## src/rtl/core/ifdm_pkg.sv

```systemverilog
// Shared constants, types and a helper function for the IEEE 754 mantissa/exponent decoder.
// No dependencies.
package ifdm_pkg;

  localparam int unsigned FracW   = 52;  // double fraction width
  localparam int unsigned SglFrW  = 23;  // single fraction width
  localparam int unsigned MagW    = FracW + 1;
  localparam int unsigned MantW   = 54;
  localparam int unsigned ExpW    = 12;
  localparam int unsigned CodeW   = 11;
  localparam int unsigned LzcW    = 6;
  localparam int unsigned SglAlign = FracW - SglFrW;  // left-align single fraction

  localparam logic [ExpW:0] DblBias = 13'd1075;
  localparam logic [ExpW:0] SglBias = 13'd150;

  typedef enum logic {
    FmtDouble = 1'b0,
    FmtSingle = 1'b1
  } fmt_e;

  // Count leading zeros of a 52-bit fraction (all-zero gives 52).
  function automatic logic [LzcW-1:0] lzc_frac(input logic [FracW-1:0] v);
    logic [LzcW-1:0] n;
    n = LzcW'(FracW);
    for (int i = 0; i < FracW; i++) begin
      if (v[i]) n = LzcW'(FracW - 1 - i);
    end
    return n;
  endfunction

endpackage

```

## src/rtl/core/ieee_float_decode_mant_exp.sv

```systemverilog
// IEEE 754 decoder: raw bit pattern to signed integer mantissa and exponent.
// Throughput one per cycle while stall_i does not hold the pipeline.
// Four register stages: capture, field decode and leading-zero count,
// normalising shift and exponent, then sign apply. A stall holds only the
// stages behind a full stage; empty stages keep filling. Reset (rst_ni low,
// asynchronous) clears all stage valid bits; payload registers are not reset.
module ieee_float_decode_mant_exp (
  input  logic                                   clk_i,
  input  logic                                   rst_ni,
  input  logic                                   valid_i,
  output logic                                   stall_o,
  input  logic                                   func_i,
  input  logic [63:0]                            bits_i,
  output logic                                   valid_o,
  input  logic                                   stall_i,
  output logic signed [ifdm_pkg::MantW-1:0]      mantissa_o,
  output logic signed [ifdm_pkg::ExpW-1:0]       exponent_o
);
  import ifdm_pkg::*;

  // Stage valid bits and per-stage advance enables
  logic v1_q, v2_q, v3_q, v4_q;
  logic en1, en2, en3, en4;

  // Advance a stage when it is empty or its successor advances
  assign en4 = !v4_q || !stall_i;
  assign en3 = !v3_q || en4;
  assign en2 = !v2_q || en3;
  assign en1 = !v1_q || en2;
  assign stall_o = !en1;

  always_ff @(posedge clk_i or negedge rst_ni) begin
    if (!rst_ni) begin
      v1_q <= 1'b0;
      v2_q <= 1'b0;
      v3_q <= 1'b0;
      v4_q <= 1'b0;
    end else begin
      if (en1) v1_q <= valid_i;
      if (en2) v2_q <= v1_q;
      if (en3) v3_q <= v2_q;
      if (en4) v4_q <= v3_q;
    end
  end

  // ---- Stage 1: capture the raw transaction
  fmt_e        s1_fmt_q;
  logic [63:0] s1_bits_q;

  always_ff @(posedge clk_i) begin
    if (en1 && valid_i) begin
      s1_fmt_q  <= fmt_e'(func_i);
      s1_bits_q <= bits_i;
    end
  end

  // ---- Stage 1 -> 2: split fields, left-align the single fraction, count zeros
  logic             s1_sign, s1_zero;
  logic [CodeW-1:0] s1_code;
  logic [FracW-1:0] s1_frac;

  always_comb begin
    if (s1_fmt_q == FmtSingle) begin
      s1_sign = s1_bits_q[31];
      s1_zero = (s1_bits_q[30:0] == 31'd0);
      s1_code = CodeW'(s1_bits_q[30:23]);
      s1_frac = {s1_bits_q[22:0], {SglAlign{1'b0}}};
    end else begin
      s1_sign = s1_bits_q[63];
      s1_zero = (s1_bits_q[62:0] == 63'd0);
      s1_code = s1_bits_q[62:52];
      s1_frac = s1_bits_q[51:0];
    end
  end

  fmt_e             s2_fmt_q;
  logic             s2_sign_q, s2_zero_q, s2_denorm_q;
  logic [CodeW-1:0] s2_code_q;
  logic [FracW-1:0] s2_frac_q;
  logic [LzcW-1:0]  s2_lzc_q;

  always_ff @(posedge clk_i) begin
    if (en2 && v1_q) begin
      s2_fmt_q    <= s1_fmt_q;
      s2_sign_q   <= s1_sign;
      s2_zero_q   <= s1_zero;
      s2_denorm_q <= (s1_code == '0);
      s2_code_q   <= s1_code;
      s2_frac_q   <= s1_frac;
      s2_lzc_q    <= lzc_frac(s1_frac);
    end
  end

  // ---- Stage 2 -> 3: normalise denormals, form the exponent
  logic [LzcW-1:0] s2_shamt;
  logic [MagW-1:0] s2_mag;
  logic [ExpW:0]   s2_bias, s2_code_eff, s2_exp_wide;

  always_comb begin
    // shift puts the top set fraction bit at the hidden-bit position
    s2_shamt    = s2_lzc_q + LzcW'(1);
    s2_bias     = (s2_fmt_q == FmtSingle) ? SglBias : DblBias;
    if (s2_denorm_q) begin
      s2_mag      = {1'b0, s2_frac_q} << s2_shamt;
      s2_code_eff = (ExpW+1)'(1);
      s2_exp_wide = s2_code_eff - s2_bias - (ExpW+1)'(s2_shamt);
    end else begin
      s2_mag      = {1'b1, s2_frac_q};
      s2_code_eff = (ExpW+1)'(s2_code_q);
      s2_exp_wide = s2_code_eff - s2_bias;
    end
  end

  fmt_e            s3_fmt_q;
  logic            s3_sign_q, s3_zero_q;
  logic [MagW-1:0] s3_mag_q;
  logic [ExpW-1:0] s3_exp_q;

  always_ff @(posedge clk_i) begin
    if (en3 && v2_q) begin
      s3_fmt_q  <= s2_fmt_q;
      s3_sign_q <= s2_sign_q;
      s3_zero_q <= s2_zero_q;
      s3_mag_q  <= s2_mag;
      s3_exp_q  <= s2_exp_wide[ExpW-1:0];
    end
  end

  // ---- Stage 3 -> 4: drop single alignment, apply sign, force zero
  logic [MagW-1:0]  s3_mag_al;
  logic [MantW-1:0] s3_mant;

  always_comb begin
    s3_mag_al = (s3_fmt_q == FmtSingle) ? (s3_mag_q >> SglAlign) : s3_mag_q;
    if (s3_zero_q) begin
      s3_mant = '0;
    end else if (s3_sign_q) begin
      s3_mant = MantW'(0) - {1'b0, s3_mag_al};
    end else begin
      s3_mant = {1'b0, s3_mag_al};
    end
  end

  logic [MantW-1:0] s4_mant_q;
  logic [ExpW-1:0]  s4_exp_q;

  always_ff @(posedge clk_i) begin
    if (en4 && v3_q) begin
      s4_mant_q <= s3_mant;
      s4_exp_q  <= s3_zero_q ? '0 : s3_exp_q;
    end
  end

  assign valid_o    = v4_q;
  assign mantissa_o = signed'(s4_mant_q);
  assign exponent_o = signed'(s4_exp_q);

endmodule

```

## config.mk

```make
export PLATFORM = sky130hd
export DESIGN_NAME = ieee_float_decode_mant_exp
export DESIGN_NICKNAME = d
export VERILOG_FILES = /design/src/rtl/core/ifdm_pkg.sv /design/src/rtl/core/ieee_float_decode_mant_exp.sv
export SDC_FILE = /design/constraint.sdc
export NUM_CORES = 1
export LEC_CHECK = 0
export ABC_AREA = 1
export BUFFER_PORTS_ARGS = -buffer_cell sky130_fd_sc_hd__buf_2
export CAP_MARGIN = 30
export CORE_UTILIZATION = 60
export DETAILED_ROUTE_END_ITERATION = 10
export PLACE_DENSITY = 0.8
export SLEW_MARGIN = 15
export SYNTH_ARGS = -nofsm -noshare
export SYNTH_HDL_FRONTEND = slang
export SYNTH_SLANG_ARGS = --single-unit
```

## constraint.sdc

```tcl
create_clock -name clk_i -period 10 [get_ports clk_i]
set_clock_uncertainty 0.05 [all_clocks]
set_input_delay 0 -clock clk_i [delete_from_list [all_inputs] [get_ports clk_i]]
set_output_delay 0 -clock clk_i [all_outputs]
set_load 0.01 [all_outputs]
```

Yosys cells after proc, flatten, opt, wreduce, memory -nomap -nowiden
Cells that the tools add are included.
{"block": "op_classes", "addsub": 5, "shift": 1, "mux": 60, "bitwise_logic": 1, "reduce_logical": 23}
{"operator": "$mux W6", "n": 19}
{"operator": "$mux W53", "n": 2}
{"operator": "$mux W52", "n": 2}
{"operator": "$mux W5", "n": 16}
{"operator": "$logic_not A63 Y1", "n": 1}
{"operator": "$sub A1 B53 Y54 const A", "n": 1}
{"operator": "$shl A52 B6 Y53", "n": 1}
{"operator": "$mux W4", "n": 8}
{"operator": "$reduce_or A32 Y1", "n": 1}
{"operator": "$logic_not A31 Y1", "n": 1}
{"operator": "$mux W11", "n": 2}
{"operator": "$reduce_or A16 Y1", "n": 1}
{"operator": "$mux W3", "n": 5}
{"operator": "$mux W12", "n": 1}
{"operator": "$sub A1 B11 Y12 const A", "n": 1}
{"operator": "$sub A11 B11 Y12", "n": 1}
{"operator": "$sub A12 B7 Y12", "n": 1}
{"operator": "$logic_not A11 Y1", "n": 1}
{"operator": "$reduce_or A8 Y1", "n": 1}
{"operator": "$add A6 B1 Y6 const B", "n": 1}
{"operator": "$logic_not A1 Y1", "n": 6}
{"operator": "$logic_and A1 B1 Y1", "n": 4}
{"operator": "$logic_or A1 B1 Y1", "n": 4}
{"operator": "$mux W2", "n": 2}
{"operator": "4 further kinds", "n": 7}
{"block": "word_totals", "register_bits": 276, "in_bits": 69, "output_inout_bits": 68, "elab_cells": 117}

Longest topological paths before layout
Gate-level depths: netlist (run 1).
{"block": "logic_depth", "word_depth": 52, "ltp_mapped": 51, "ltp_nobuf": 51}

Worst setup path after synthesis (run 1)
OpenSTA, ideal clock, no wires.
{"block": "synth_path", "kind": "register to register", "startpoint": "register v4_q, in the netlist valid_o", "endpoint": "register s2_code_q[0], enable pin", "setup_ns": 0.506, "arrival_ns": 3.732, "required_time_ns": 9.444, "path_slack_ns": 5.712, "stages_incl_launch_ff": 6, "n_path_buf": 0, "period_less_slack_ns": 4.288, "path_cell_list": "dfrtp_1 -> nand2_1 -> nor2_1 -> inv_1 -> nor2_1 -> nor2_1"}
{"block": "synth_between", "elab_chain_cells": 5}
{"element": "start, declared", "line_no": "ieee_float_decode_mant_exp.sv:22", "rtl": "logic v1_q, v2_q, v3_q, v4_q;"}
{"element": "start signal, assigned", "line_no": "ieee_float_decode_mant_exp.sv:42", "rtl": "if (en4) v4_q <= v3_q;"}
{"element": "$logic_not A1 Y1", "line_no": "ieee_float_decode_mant_exp.sv:26", "rtl": "assign en4 = !v4_q || !stall_i;"}
{"element": "$logic_or A1 B1 Y1", "line_no": "ieee_float_decode_mant_exp.sv:26"}
{"element": "$logic_or A1 B1 Y1", "line_no": "ieee_float_decode_mant_exp.sv:27", "rtl": "assign en3 = !v3_q || en4;"}
{"element": "$logic_or A1 B1 Y1", "line_no": "ieee_float_decode_mant_exp.sv:28", "rtl": "assign en2 = !v2_q || en3;"}
{"element": "$logic_and A1 B1 Y1", "line_no": "ieee_float_decode_mant_exp.sv:83", "rtl": "if (en2 && v1_q) begin"}
{"element": "end signal, assigned", "line_no": "ieee_float_decode_mant_exp.sv:88", "rtl": "s2_code_q <= s1_code;"}
{"element": "end, declared", "line_no": "ieee_float_decode_mant_exp.sv:78", "rtl": "logic [CodeW-1:0] s2_code_q;"}
Every way passes these cells.
A chain may end at the register's enable or synchronous reset.

Worst setup path in the final report (run 1)
{"block": "layout_path", "startpoint": "register s3_fmt_q", "endpoint": "register s4_mant_q[50], in the netlist mantissa_o[50], data pin"}
{"block": "layout_between", "elab_chain_cells": 3}
{"element": "start, declared", "line_no": "ieee_float_decode_mant_exp.sv:114", "rtl": "fmt_e s3_fmt_q;"}
{"element": "start signal, assigned", "line_no": "ieee_float_decode_mant_exp.sv:121", "rtl": "s3_fmt_q <= s2_fmt_q;"}
{"element": "$mux W53 (*)", "line_no": "ieee_float_decode_mant_exp.sv:134", "rtl": "s3_mag_al = (s3_fmt_q == FmtSingle) ? (s3_mag_q >> SglAlign) : s3_mag_q;"}
{"element": "$sub A1 B53 Y54", "line_no": "ieee_float_decode_mant_exp.sv:138", "rtl": "s3_mant = MantW'(0) - {1'b0, s3_mag_al};"}
{"element": "$mux W53 (*)", "line_no": "ieee_float_decode_mant_exp.sv:137", "rtl": "end else if (s3_sign_q) begin"}
{"element": "end signal, assigned", "line_no": "ieee_float_decode_mant_exp.sv:149", "rtl": "s4_mant_q <= s3_mant;"}
{"element": "end, declared", "line_no": "ieee_float_decode_mant_exp.sv:144", "rtl": "logic [MantW-1:0] s4_mant_q;"}
Every way passes the cells marked *; elsewhere a longest branch is shown, timed or not.

==> flow_summary.ini, run 1 <==
[routing]
ant_nets = 0
drt_iter0_drc = 1944
drc = 0
post_drt_wl_per_cell_um = 20.2
wl_um = 48500
routed_via_density = 5.96
vias = 14294
firstDrtPassIters = 6

[floorplanning]
die_area_um2 = 27000
rows = 59
die-width_um = 164
die_y_um = 164
initial_core_util_pct = 61.0
io_pins = 137
fp.coreArea_um2 = 25900

[finish]
layout-drive-gt1-share_pct = 12.2
finish.instance_area_um2 = 18400
area_delta_synth_final_pct = 16.3
antenna_cells = 0
finalNetCount = 2128
fillerInstances = 1877
fin_util_pct = 70.9

[global_route]
grt.busiest_layer = met2
grt_antenna_before_repair = 0
gr-usage-met2_pct = 61.3
overflow = 0
grt_max_degree = 90
use_met3_pct = 3.66
grt_pass1_wl_um = 73600
gr-usage-all-layers_pct = 36.2
grt_util_met1_pct = 46.2
grt_pass1_vias = 13381

[clocking]
htree_num_levels = 1
cts_buffers = 28
clock_path_buffers = 3
cts_tree = done
clk_pin_slew_ns = 0.07
post_cts_buffers = 0
worstSkewPairLatency_ns = 0.57
cts_sinks = 276
root_buffer = clkbuf_16
postCtsResizedCells = 0

[sta]
max_slew_margin_pct = 37.2
worst_slack_ns = 4.80
tns_ns = 0
finalHoldViolCount = 0
setup_viol = 0
final.min_clock_period_ns = 5.20
finalCritPeriodShare_pct = 52.0
tightest_slew_ns = 0.940
rsz0062_at_grt = false
finalMaxSlewViolations = 0
fmax_mhz = 192

[pwr]
p_sw_share_pct = 35.2
p_per_area_nw_per_um2 = 201
combPwrFrac_pct = 30.4
power_leakage_uw = 0.00797
pwr-share-seq_pct = 42.0
intPower_uw = 2390
p_sw_uw = 1300
irDropWorstVdd_mv = 0.176
p_clk_share_pct = 27.6

[logic_synthesis]
synth_area_um2 = 15800
ys_ff_latch = 276
synth_cell_types = 51
yosysMostFrequentCell = nand2_1
synth.yosys.warnings = 0
netlist_top_cells_count = nand2_1 (419), edfxtp_1 (272), inv_1 (246)
syn_nets = 1961
async_flop_share_pct = 1.45
synth_edf_count = 272
synth_top_cell_by_area = edfxtp_1
avgSynthCellArea_um2 = 8.42
yosysSeqAreaShare_pct = 52.3
synth_ff_type = edfxtp_1
synth_top_area_share_pct = 51.7
synthTopCellsByArea = edfxtp_1 (52%), nand2_1 (10%), o21ai_0 (7.7%), inv_1 (5.8%), nor2_1 (4.8%)
syn_inst = 1876

[placement]
io_buffers = 136
dp_hpwl_um = 32400
place.gp.congestion = 0.994
post-place-ws_ns = 5.22
place_area_um2 = 16700

[critical_path]
cp_max_fo = 67
crit_type = reg -> reg
cp-start-kind = flop
critPathCaptureType = flop
crit_required_ns = 10.24
arrival_ns = 5.43

[job]
maxCapViolations = 0

[worst_hold_path]
hold_class = in -> reg

[outcome]
status = complete, no violations
## metrics by stage
step | hold WS, ns | total power [uW] | std cells
detailed placement | -0.241 | 2620 | 2275
global placement | -0.245 | 2600 | 2275
CTS | 0.0731 | 3640 | 2397
floorplan | -0.346 | 2280 | 1876
finish | 0.0907 | 3690 | 2400
global route | 0.0885 | 3850 | 2400
## critical path, stage by stage, from the launching register on
cell and delay [ns]:
edfxtp_1 0.32, buf_4 0.46, inv_1 0.37, nand2_1 0.15, nand2_1 0.09, nor3_1 0.30
nand2_1 0.17, inv_1 0.12, nand2_1 0.08, inv_1 0.09, nand2_1 0.08, inv_1 0.09
nand3_1 0.23, nor2_1 0.18, nand3_1 0.11, nor2_1 0.20, nand2_1 0.08, nor3_1 0.28
nand3_1 0.22, nor3_1 0.32, nand2_1 0.15, nor2_1 0.28, a31oi_1 0.17, o21ai_0 0.21
a21oi_1 0.09
## what timing repair did
action                                  CTS  global route
hold buffers                             70             0
endpoints found under the setup margin    0             0
hold endpoints to repair                 73             0
## final timing paths
check / start / endpoint / slack (ns) / cells past startpoint
setup / recovery: s3_fmt_q / mantissa_o[50] / 4.80 / 24
hold / removal: bits_i[61] / s1_bits_q[61] / 0.09 / 2
setup reg to reg: s3_fmt_q / mantissa_o[50] / 4.80 / 24
hold reg to reg: s2_zero_q / s3_zero_q / 0.42 / 0
max in group asynchronous: rst_ni / valid_o / 9.43 / 3
min in group asynchronous: rst_ni / v1_q / 0.30 / 3
## cell usage in the layout (no fill, tap or decap), drive strengths merged, types with 3 or more instances in the layout
cell type and instances:
o21ai 250, xor2 4, dlygate4sd3 70, dfrtp 4, nor4 18, a21boi 3
nor2 206, a21oi 76, mux2i 47, o22ai 30, inv 258, a41oi 3
xnor2 3, o21a 3, a31o 3, edfxtp 272, nand4 6, clkinv 20
nor3 46, o211ai 25, ha 15, buf 158, nand2 426, or2 10
clkbuf 34, nand3 47, a31oi 13
## flip-flops by register name (all words and copies together) (netlist names), 6 cells and up
signal / flops
s1_bits_q: 64
mantissa_o: 54
s3_mag_q: 53
s2_frac_q: 52
exponent_o: 12
s3_exp_q: 12
s2_code_q: 11
s2_lzc_q: 6
## cells by family (layout without fill, tap and decap cells)
kind of cell | Yosys count | after routing | share of synthesized area [%]
AOI/OAI and AO/OA | 414 | 414 | 14.3
xor gates and xnor gates | 7 | 7 | 0.388
adders and majority gates | 16 | 16 | 1.31
buffers and inverters | 354 | 543 | 8.51
DFF | 276 | 276 | 52.3
muxes | 47 | 47 | 2.98
and+or+nand+nor | 762 | 762 | 20.2
## final cells by class
type	count	area, um2	share of cell area (%)
Clock buffer	33	719	3.91
Clock inverter	19	154	0.837
Inverter	262	983	5.35
Multi-Input combinational cell	1246	6240	34.0
Sequential cell	276	8270	45.0
Tap cell	335	419	2.28
Timing Repair Buffer	229	1600	8.68
## routing by layer
| layer | up-vias | part of all wire [%] |
|---|---|---|
| met2 | 972 | 48 |
| li1 | 6648 | - |
| met5 | - | 0 |
| met4 | 0 | 5.6 |
| met3 | 186 | 8.0 |
| met1 | 6488 | 38 |
## power groups by stage
stage                     Sequential, uW  Clock (uW)  Combinational, uW
final                               1550        1020               1120
after CTS                           1540        1010               1080
after detailed placement            1570           0               1050
after floorplan                     1580           0                701
after global routing                1560        1060               1230
after global placement              1560           0               1040
Note: power is estimated with default switching activity, not from simulation.
==> inputs of run 2 (changes only) <==
--- a/config.mk
+++ b/config.mk
@@ -8,9 +8,9 @@
 export ABC_AREA = 1
 export BUFFER_PORTS_ARGS = -buffer_cell sky130_fd_sc_hd__buf_2
 export CAP_MARGIN = 30
-export CORE_UTILIZATION = 60
+export CORE_UTILIZATION = 55
 export DETAILED_ROUTE_END_ITERATION = 10
-export PLACE_DENSITY = 0.8
+export PLACE_DENSITY = 0.77
 export SLEW_MARGIN = 15
 export SYNTH_ARGS = -nofsm -noshare
 export SYNTH_HDL_FRONTEND = slang
==> constraint.sdc (replaced) <==
create_clock -name clk_i -period 4.7 [get_ports clk_i]
set_clock_uncertainty 0.05 [all_clocks]
set_input_delay 0 -clock clk_i [delete_from_list [all_inputs] [get_ports clk_i]]
set_output_delay 0 -clock clk_i [all_outputs]
set_load 0.01 [all_outputs]
==> run 2 against run 1 <==
  * Sequential share of layout area is 0.65 points lower
  * Sequential power grew 110%
  * Die area is 9.0% higher
  * Critical path depth is the same
  * Setup slack worse by 4.4 ns
  * Largest power group unchanged
  * Critical path type unchanged
==> flow_summary.ini, run 2 (synthesis results as in run 1) <==
[outcome]
status = complete, no violations

[global_route]
overflow = 0
grt_antenna_before_repair = 0
grt_pass1_vias = 12818
gr-usage-all-layers_pct = 30.0
grt_max_degree = 89
grt_pass1_wl_um = 67500

[routing]
wl_um = 43400
ant_nets = 0
wl_met3_um = 3090
routed_via_density = 5.57
top_layer = met4
wl_met2_um = 20600
drc = 0
firstDrtPassIters = 6
vias = 13673
wl_met1_um = 17400
post_drt_wl_per_cell_um = 17.7
drt_iter0_drc = 1476

[sta]
tightest_slew_ns = 0.846
max_slew_margin_pct = 43.0
tns_ns = 0
finalHoldViolCount = 0
finalMaxSlewViolations = 0
rsz0062_at_grt = false
finalCritPeriodShare_pct = 91.0
setup_viol = 0
fmax_mhz = 234
final.min_clock_period_ns = 4.28

[pwr]
power_leakage_uw = 0.00808
p_per_area_nw_per_um2 = 427
irDropWorstVdd_mv = 0.327

[floorplanning]
io_pins = 137
fp.coreArea_um2 = 28000
die_y_um = 171
die_area_um2 = 29400
initial_core_util_pct = 56.4
die-width_um = 171
rows = 61

[placement]
dp_hpwl_um = 30500
place_area_um2 = 16900
place.gp.congestion = 1.01
io_buffers = 136

[clocking]
worstSkewPairLatency_ns = 0.54
clock_path_buffers = 3
cts_sinks = 276
root_buffer = clkbuf_16
htree_num_levels = 1
clk_pin_slew_ns = 0.06
cts_tree = done
post_cts_buffers = 0
cts_buffers = 28

[finish]
fillerInstances = 2265
register_area_um2 = 8270
finalNetCount = 2139
area_delta_synth_final_pct = 18.0
final_common_cell = nand2_1
antenna_cells = 0
regMostFlops = s1_bits_q
largest_reg_flops = 64
finish.instance_area_um2 = 18600
layout-drive-gt1-share_pct = 12.9
multiInputGateArea_um2 = 6250
mostFrequentLayoutCells = nand2_1 (419), edfxtp_1 (272), inv_1 (244), o21ai_0 (244), nor2_1 (201)

[critical_path]
critPathCaptureType = flop
cp_max_fo = 22
crit_type = reg -> reg
arrival_ns = 4.51
cp-start-kind = flop
reg2reg_depth = 24
crit_required_ns = 4.93

[worst_hold_path]
hold_depth = 2
hold_class = in -> reg

[job]
maxCapViolations = 0
-- run 2: what timing repair did --
item | 4_1_cts | 5_1_grt
endpoints found under the setup margin | 0 | 6
resized for setup | 0 | 4
hold buffers | 70 | 0
endpoints found under the hold margin | 84 | 0
-- run 2: per-stage QoR --
step	worst slack (ns)	utilization [%]	std cells	power [uW]	hold WS (ns)
3_5_place_dp	0.358	60.4	2330	5540	-0.242
2_1_floorplan	0.412	-	1876	4850	-0.346
6_report	0.421	66.6	2453	7950	0.111
5_1_grt	0.0157	66.6	2453	8360	0.105
3_3_place_gp	0.580	60.3	2329	5510	-0.245
4_1_cts	0.355	66.3	2451	7910	0.0929
-- run 2: layer usage --
metal / vias to the layer above / global-route usage, %
li1: 6669 / -
met1: 6219 / 38.2
met2: 676 / 50.7
met3: 109 / 3.20
met4: 0 / 15.5
met5: - / 0
-- run 2: report_power, final --
group          switching [uW]  total [uW]  internal, uW  leakage [uW]
logic                    1580        2330           746       0.00488
registers                 144        3290          3150       0.00272
clock network             886        2340          1450      0.000480
-- run 2: final timing paths --
check / slack (ns) / to / start
worst max-delay path: 0.42 / mantissa_o[46] / s3_fmt_q
worst min-delay path: 0.11 / s1_bits_q[61] / bits_i[61]
min in group asynchronous: 0.31 / v2_q / rst_ni
max in group asynchronous: 4.13 / v3_q / rst_ni
worst min register to register: 0.43 / v3_q / v2_q
worst max register to register: 0.42 / mantissa_o[46] / s3_fmt_q
-- run 2: cell type report --
type	count	area share [%]
flip-flops and latches	276	44.3
multi-input cells	1246	33.5
repair buffers	240	9.08
inverters	262	5.29
clock buffers	34	3.99
well taps	378	2.54
clock inverters	17	1.25
-- run 2: critical path: stages, from the launching register on --
cell and delay [ns]:
edfxtp_1 0.43, buf_4 0.23, o21ai_1 0.25, ha_1 0.22, inv_1 0.06, nor3_1 0.26
nand2_1 0.11, inv_1 0.09, nand2_1 0.07, inv_1 0.07, nand2_1 0.06, inv_1 0.07
nand3_1 0.20, nor2_1 0.17, nand3_1 0.11, nor2_1 0.18, nand2_1 0.10, nor3_2 0.19
nand3_1 0.16, nor3_2 0.19, nand2_1 0.11, nor2_1 0.23, a41oi_1 0.18, o21ai_0 0.17
a21oi_1 0.06
==> inputs of run 3 (changes only) <==
--- a/config.mk
+++ b/config.mk
@@ -8,9 +8,10 @@
 export ABC_AREA = 1
 export BUFFER_PORTS_ARGS = -buffer_cell sky130_fd_sc_hd__buf_2
 export CAP_MARGIN = 30
-export CORE_UTILIZATION = 55
+export CORE_MARGIN = 2
+export CORE_UTILIZATION = 50
 export DETAILED_ROUTE_END_ITERATION = 10
-export PLACE_DENSITY = 0.77
+export PLACE_DENSITY = 0.71
 export SLEW_MARGIN = 15
 export SYNTH_ARGS = -nofsm -noshare
 export SYNTH_HDL_FRONTEND = slang
==> run 3 against run 2 <==
  * Register-to-register slack gained 0.06 ns
  * Critical path depth is the same
  * First-iteration DRC count shrank 22%
  * Setup slack gained 0.058 ns
  * Largest cell class unchanged
  * Design area shrank 0.44%
  * Power shrank 1.8%
  * Final cell count grew 0.90%
  * Sequential power is essentially flat
  * Global-route usage shrank 4.0 points
==> flow_summary.ini, run 3 (synthesis results as in run 1) <==
[clocking]
clk_pin_slew_ns = 0.06
cts_buffers = 28
root_buffer = clkbuf_16
cts_tree = done
htree_num_levels = 1
clock_path_buffers = 3
cts_sinks = 276
post_cts_buffers = 0
worstSkewPairLatency_ns = 0.56

[finish]
layout-drive-gt1-share_pct = 12.7
final_common_cell = nand2_1
fillerInstances = 2731
finish.instance_area_um2 = 18600
multiInputGateArea_um2 = 6240
register_area_um2 = 8270
finalNetCount = 2136
mostFrequentLayoutCells = nand2_1 (419), edfxtp_1 (272), inv_1 (245)
area_delta_synth_final_pct = 17.5
antenna_cells = 0
regMostFlops = s1_bits_q
largest_reg_flops = 64

[critical_path]
reg2reg_depth = 24
reg2reg_to = mantissa_o[46]
arrival_ns = 4.44
r2r-start = s3_fmt_q
crit_required_ns = 4.92
reg2reg_slack_ns = 0.48
cp-start-kind = flop
critPathCaptureType = flop
cp_max_fo = 19
crit_type = reg -> reg

[sta]
finalMaxSlewViolations = 0
setup_viol = 0
final.min_clock_period_ns = 4.22
finalHoldViolCount = 0
fmax_mhz = 237
max_slew_margin_pct = 39.7
tns_ns = 0
rsz0062_at_grt = false
tightest_slew_ns = 0.905
finalCritPeriodShare_pct = 89.8

[floorplanning]
die_y_um = 182
die_area_um2 = 33000
die-width_um = 182
initial_core_util_pct = 50.5
io_pins = 137
rows = 65
fp.coreArea_um2 = 31300

[routing]
post_drt_wl_per_cell_um = 17.6
firstDrtPassIters = 6
ant_nets = 0
drt_iter0_drc = 1157
wl_um = 43600
routed_via_density = 5.41
drc = 0
vias = 13385

[pwr]
power_leakage_uw = 0.00803
irDropWorstVdd_mv = 0.339
p_per_area_nw_per_um2 = 421

[global_route]
grt.busiest_layer = met2
gr-usage-all-layers_pct = 26.0
grt_pass1_vias = 12628
gr-usage-met2_pct = 44.5
grt_pass1_wl_um = 67200
grt_util_met1_pct = 33.2
grt_antenna_before_repair = 0
overflow = 0
grt_max_degree = 89
use_met3_pct = 3.31

[worst_hold_path]
hold_depth = 2
holdPathEnd = s1_bits_q[12]
hold_class = in -> reg
min_from = bits_i[12]

[placement]
io_buffers = 136
dp_hpwl_um = 31800
place.gp.congestion = 1.01
place_area_um2 = 16900

[job]
maxCapViolations = 0

[outcome]
status = complete, no violations
-- run 3: per-layer routing --
layer	wire, um	vias up
met1	17900	6116
met4	2120	0
met2	20900	504
li1	-	6663
met3	2650	102
met5	0	-
-- run 3: worst max path at each step --
stage,from,to,slack [ns],cells after the start
2_1_floorplan,valid_o,s2_code_q[0],0.41,5
3_3_place_gp,s3_fmt_q,mantissa_o[46],0.65,24
3_5_place_dp,s3_fmt_q,mantissa_o[46],0.50,24
4_1_cts,s3_fmt_q,mantissa_o[46],0.47,24
5_1_grt,s3_fmt_q,mantissa_o[46],0.02,24
6_report,s3_fmt_q,mantissa_o[46],0.48,24
-- run 3: critical path: stages (launching register included) --
cell	delay, ns
edfxtp_1	0.46
buf_4	0.23
o21ai_1	0.26
ha_1	0.22
inv_1	0.06
nor3_1	0.25
nand2_1	0.11
inv_1	0.09
nand2_1	0.07
inv_1	0.07
nand2_1	0.06
inv_1	0.07
nand3_1	0.18
nor2_1	0.16
nand3_1	0.12
nor2_1	0.17
nand2_1	0.07
nor3_1	0.20
nand3_1	0.16
nor3_1	0.22
nand2_1	0.12
nor2_2	0.16
a41oi_1	0.14
o21ai_0	0.17
a21oi_1	0.07
-- run 3: power breakdown --
group	switching, uW	internal [uW]	total (uW)
Combinational	1590	738	2320
Clock	911	1290	2200
Sequential	139	3150	3290
-- run 3: metrics by stage --
step	util [%]	instances	worst slack (ns)	hold WS [ns]	power (uW)
after floorplan	-	1876	0.412	-0.346	4850
final	59.3	2475	0.479	0.106	7810
after CTS	59.2	2474	0.472	0.0826	7810
after global routing	59.3	2475	0.0207	0.102	8230
after global placement	54.0	2352	0.651	-0.245	5540
after detailed placement	54.1	2353	0.503	-0.234	5580
-- run 3: cell type report --
class	count	area share [%]
inverters	262	5.30
clock buffers	32	3.97
clock inverters	20	0.984
multi-input cells	1246	33.6
flip-flops and latches	276	44.5
well taps	402	2.71
repair buffers	237	8.89
-- run 3: repair_timing --
action | 4_1_cts | 5_1_grt
setup endpoints to repair | 0 | 1
hold buffers | 69 | 0
hold endpoints to repair | 73 | 0
resized for setup | 0 | 1
